**config.mk**
```make
export PLATFORM = sky130hd
export DESIGN_NAME = sbd_queue
export DESIGN_NICKNAME = d
export VERILOG_FILES = /design/src/hdl/sbd_pkg.sv /design/src/hdl/sbd_queue.sv
export SDC_FILE = /design/constraint.sdc
export NUM_CORES = 1
export LEC_CHECK = 0
export ABC_AREA = 1
export ABC_CLOCK_PERIOD_IN_PS = 3800
export BUFFER_PORTS_ARGS = -buffer_cell sky130_fd_sc_hd__buf_4
export CORE_UTILIZATION = 55
export CTS_CLUSTER_DIAMETER = 150
export CTS_CLUSTER_SIZE = 14
export DETAILED_ROUTE_END_ITERATION = 6
export GPL_ROUTABILITY_DRIVEN = 0
export PLACE_DENSITY_LB_ADDON = 0.05
export SLEW_MARGIN = 25
export SYNTH_ARGS = -nofsm -noshare
export SYNTH_HDL_FRONTEND = slang
export SYNTH_SLANG_ARGS = --single-unit
```
**constraint.sdc**
```tcl
create_clock -name i_clk -period 3.8 [get_ports i_clk]
set_input_delay 0.76 -clock i_clk [delete_from_list [all_inputs] [get_ports i_clk]]
set_output_delay 0.76 -clock i_clk [all_outputs]
set_load 0.02 [all_outputs]
```
**src/hdl/sbd_pkg.sv**
```systemverilog
// Package for the snappy block decompressor: widths, status codes, parse phases
// and the word types passed from the front parser to the copy engine.
// No dependencies.
package sbd_pkg;

    localparam int MaxBlockBytes = 65536;

    typedef enum logic [2:0] {
        ST_OK        = 3'd0,
        ST_BAD_LEN   = 3'd1,
        ST_LIT_TRUNC = 3'd2,
        ST_LIT_OVER  = 3'd3,
        ST_CPY_TRUNC = 3'd4,
        ST_CPY_BAD   = 3'd5,
        ST_LEN_MISM  = 3'd6
    } t_status;

    typedef enum logic [2:0] {
        PH_LEN    = 3'd0,
        PH_TAG    = 3'd1,
        PH_LITEXT = 3'd2,
        PH_LITDAT = 3'd3,
        PH_COPY1  = 3'd4,
        PH_COPY2  = 3'd5,
        PH_COPY4  = 3'd6,
        PH_ERR    = 3'd7
    } t_phase;

    // front -> back command word; cpy_off is 21 bits, so offsets below 2 MiB
    typedef struct packed {
        logic        lit;      // emit data_byte as literal
        logic        cpy;      // replay cpy_len bytes from distance cpy_off
        logic [6:0]  cpy_len;
        logic [20:0] cpy_off;
        logic [7:0]  data_byte;
        logic        fin;      // block end on this input
        logic [2:0]  status;
    } t_cmd;

endpackage

```
**src/hdl/sbd_queue.sv**
```systemverilog
// Short command queue between the front parser and the copy engine.
// Depends on sbd_pkg.
module sbd_queue #(
    parameter int DEPTH = 4
) (
    input  logic          i_clk,
    input  logic          i_rst_n,
    input  logic          i_valid,
    output logic          o_ready,
    input  sbd_pkg::t_cmd i_cmd,
    output logic          o_valid,
    input  logic          i_ready,
    output sbd_pkg::t_cmd o_cmd
);
    localparam int AW = $clog2(DEPTH);
    sbd_pkg::t_cmd   r_mem [DEPTH];
    logic [AW-1:0]   r_wp, r_rp;
    logic [AW:0]     r_cnt;
    logic            wr, rd;

    assign o_ready = r_cnt != (AW+1)'(DEPTH);
    assign o_valid = r_cnt != '0;
    assign o_cmd   = r_mem[r_rp];
    assign wr = i_valid && o_ready;
    assign rd = o_valid && i_ready;

    always_ff @(posedge i_clk) begin
        if (!i_rst_n) begin
            r_wp <= '0; r_rp <= '0; r_cnt <= '0;
        end else begin
            if (wr) r_wp <= (r_wp == AW'(DEPTH-1)) ? '0 : r_wp + AW'(1);
            if (rd) r_rp <= (r_rp == AW'(DEPTH-1)) ? '0 : r_rp + AW'(1);
            r_cnt <= r_cnt + (AW+1)'(wr) - (AW+1)'(rd);
        end
    end

    always_ff @(posedge i_clk) begin
        if (wr) r_mem[r_wp] <= i_cmd;
    end
endmodule

```
Word-level counts from Yosys, hierarchy flattened
Memories as Yosys holds them, arrays and structs flattened. A register that Yosys moved wholly into a read port is not among the register bits.
Index checks and enable logic that the tools add are counted.
Cells by class
  multiplexer cells: 6
  reduce and logical (&&, ||, !) cells: 3
  eq/ne operators: 3
  $add $sub $neg: 4
Operator list (number)
  two-way mux 2 bit: 4
  adder 2 x 1 -> 2 bit, second input constant: 2
  equality test 2 bit, second input constant: 2
  adder 3 x 1 -> 3 bit: 1
  != test 3 bit, second input constant: 1
  nonzero test 3 bit: 1
  subtractor 3 x 1 -> 3 bit: 1
  logical AND 1 bit: 2
  two-way mux 1 bit: 2
Storage, ports and cells
  input bits: 46
  output and inout bits: 44
  RAM bits: 168
  word-level logic and storage cells: 20
  flip-flop bits (word level): 7
  memories kept: 1
Memories
  r_mem: depth 4, width 42, read ports 1, clocked after Yosys merged registers in 1, write ports 1, RTL line sbd_queue.sv:16  | sbd_pkg::t_cmd r_mem [DEPTH];

Depth between registers and ports, before layout
  depth after elaboration: 4
  mapped depth: 12

Worst setup path before layout
Ideal clock, no wire load.
  kind: input-to-reg
  start point: input i_valid
  end point: memory r_mem[0][0] in the netlist's numbering (enable)
  slack: 0.722 ns
  arrival time: 2.637 ns
  data required time: 3.358 ns
  path buffers: 0
  library setup time: 0.442 ns
  cell stages on the path: 2
  cell sequence: nand2_2 nor2_1
Between the ends
  longest elaborated chain between the ends: 3
Ends and longest elaborated chain
  from (decl): RTL line sbd_queue.sv:8  | input logic i_valid,
  logical AND 1 bit: RTL line sbd_queue.sv:24  | assign wr = i_valid && o_ready;
  two-way mux 1 bit: RTL line sbd_queue.sv:38  | if (wr) r_mem[r_wp] <= i_cmd;
  two-way mux 1 bit (not written as such): RTL line sbd_queue.sv:38
  to (decl): RTL line sbd_queue.sv:16
No other way between the ends.

==> flow_summary.yaml <==
pwr:
  ir_drop_uv: 362
  swShare_pct: 32.1
  netSwitchingPower_mw: 1.95
  intPower_mw: 4.12
  clkPwrFrac_pct: 27.3
  powerDensity_nw_per_um2: 749
  p_seq_share_pct: 40.5
  leakage_nw: 2.89
  comb_power_share_pct: 32.2
route:
  drtAntennaViolNets: 0
  drc: 0
  route.detailed.wl_per_inst_um: 17.4
  via_count: 3986
  dr.pass1.iters: 5
  routed_wl_um: 12500
  drtIter0Drc: 265
  vias_per_cell: 5.54
worst_setup_path:
  slowest_stage: "buf_4"
  path_class: "register to output port"
  end_kind: "output port"
  cp_common_cell: "buf_4"
  critPathRequiredTime_ps: 3040
  cp_data_arrival_time_ps: 2110
  cp_max_fo: 84
  crit_chain: "buf_4 -> o21ai_0 -> o22ai_1 -> buf_4"
  crit_path_max_incr_delay_ps: 630
  start_kind: "register"
synthesis:
  synth_edf_count: 168
  yosysWarnings: 0
  ys_types: 23
  synth_area_per_cell_sq_um: 14.4
  synthCells: 469
  syn_area_sq_um: 6730
  synthFlopType: "edfxtp_1"
  yosys-top-cells-area: "edfxtp_1, nor2_1, o21ai_0"
  synth_area_leader_cell: "edfxtp_1"
  synth_top_area_share_pct: 74.9
  synth-seq-cells: 177
  async_flop_share_pct: 0
  syn_nets: 523
  ys_seq_area_share_pct: 77.6
placed_design:
  place_hpwl_um: 7110
  port_buffers: 89
  dpl.cell_count: 689
clock_network:
  clk_latency_ps: 420
  ctsHoldBuffers: 0
  ctsRootBufferMaster: "clkbuf_16"
  cts_resized: 0
  cts_setup_buffers: 0
  clkTransAtPathRegs_ps: 60
  clockBufferDepth: 2
  cts_buffers: 17
  h-tree-depth: 4
  cts_tree: "done"
  clock_sinks: 177
sta:
  clock.fmax_mhz: 349
  hold_viol_final: 0
  fin_skew_ps: 7.53
  final-setup-viol-count: 0
  rsz0062_at_grt: "no"
  min_period_ps: 2870
  min_period_over_period_pct: 75.5
  finalMaxSlewViolations: 0
  tns_ps: 0
  worstMarginPinSlew_ps: 928
  max_slew_margin_pct: 38.1
final_layout:
  fin_nets: 615
  multi_input_area_sq_um: 1310
  drive_gt1_share_pct: 24.1
  synthToLayoutAreaGrowth_pct: 20.4
  final_cells: 720
  register_area_sq_um: 5230
  antenna_cells: 0
  fill_cells: 827
die:
  coreArea_sq_um: 12000
  ios: 90
  num_rows: 40
  start_util_pct: 56.3
  fp.dieH_um: 113
  die_w_um: 113
  die_area_sq_um: 12700
status:
  run_status: "finished, final reports clean"
run:
  max_cap_violations: 0
global_route:
  globalRouteTotalUtil_pct: 21.2
  grt_pass1_wl_um: 19700
  antenna_found_initial: 0
  grt_pass1_vias: 3864
  grt_max_degree: 85
  grt_overflow: 0
hold_path:
  hp-class: "register to register"
[stage by stage]
| stage | instance area, sq um | worst slack, ps | power, mW | hold slack, ps | util (%) |
|---|---|---|---|---|---|
| 2_1_floorplan | 6730 | 722 | 3.73 | 479 | - |
| 3_3_place_gp | 7550 | 1340 | 4.45 | 510 | 63.1 |
| 3_5_place_dp | 7550 | 1360 | 4.48 | 509 | 63.1 |
| 4_1_cts | 8110 | 881 | 6.12 | 518 | 67.8 |
| 5_1_grt | 8110 | 763 | 6.38 | 526 | 67.8 |
| 6_report | 8110 | 933 | 6.07 | 515 | 67.8 |
[state kept, by name, indices dropped and copies added, names as in the netlist, named ones only]
name and count:
r_wp 2, r_mem 168, r_rp 2, r_cnt 3
[power groups by stage]
stage | clock network, mW | registers, mW | logic [mW]
finish | 1.66 | 2.46 | 1.95
global route | 1.76 | 2.48 | 2.14
floorplan | 0 | 2.50 | 1.23
global placement | 0 | 2.49 | 1.96
CTS | 1.68 | 2.46 | 1.99
detailed placement | 0 | 2.50 | 1.98
[kinds of logic (layout without fill, tap and decap cells)]
group / after synthesis / after routing / synth area share, %
DFF: 177 / 177 / 77.6
and+or+nand+nor: 115 / 115 / 6.99
xor gates and xnor gates: 1 / 1 / 0.130
AOI/OAI and AO/OA: 128 / 128 / 10.3
adders and majority gates: 8 / 8 / 1.60
buffers and inverters: 40 / 144 / 3.33
[layout by cell type, fill, tap and decap left out]
cell       synthesis  final
or2_1              1      1
clkinv_2           0      2
buf_12             0      2
o21ai_1           22     22
a21boi_1           1      1
nand2_1           10     10
inv_1             13     13
inv_4              1      1
ha_1               7      7
xnor2_1            1      1
o22ai_1           42     42
clkbuf_1          12      5
nand2_2            1      1
nor2_2            10     10
nand3_1            1      1
nor2_1            90     86
nand3b_1           2      2
clkbuf_16          0     17
buf_4              0     97
bufinv_16          0      3
fa_1               1      1
o21ai_0           62     62
dfxtp_2            0      1
edfxtp_1         168    168
clkinv_1           0      4
nor2_4             0      4
dfxtp_1            9      8
a21oi_1            1      1
[per-layer routing]
metal	vias up	GRT usage (%)	share of wire, %
li1	1923	-	-
met1	1916	26.5	41
met2	137	34.5	50
met3	10	6.64	8.1
met4	0	8.44	0.99
met5	-	0	0
[synthesized netlist by cell type (2+ instances only)]
cell type / n
edfxtp_1: 168
nor2_1: 90
o21ai_0: 62
o22ai_1: 42
o21ai_1: 22
inv_1: 13
clkbuf_1: 12
nand2_1: 10
nor2_2: 10
dfxtp_1: 9
buf_6: 7
ha_1: 7
buf_2: 6
nand3b_1: 2
[worst max-delay path: cells and delay by family, from the launching register on]
family	cells	cell delay, ps
AO/OA/AOI/OAI	2	500
flip-flops	1	350
buffers and inverters	2	810
[path summary, 6_finish.rpt]
check	startpoint	end	slack (ps)	cells past startpoint
max reg2reg	r_cnt[1]	r_cnt[2]	1660	12
min reg2reg	r_rp[0]	register	510	2
max	register	o_cmd[30]	930	4
min	r_rp[0]	register	510	2
[area by class of cell]
cell class,count,share of cell area (%)
clock inverter,9,1.42
multi-input combinational,252,16.2
inverter,14,0.679
sequential,177,64.5
tap,147,2.27
clock buffer,22,5.48
timing repair buffer,99,9.48
No activity file was read; power rests on OpenSTA's default activity.
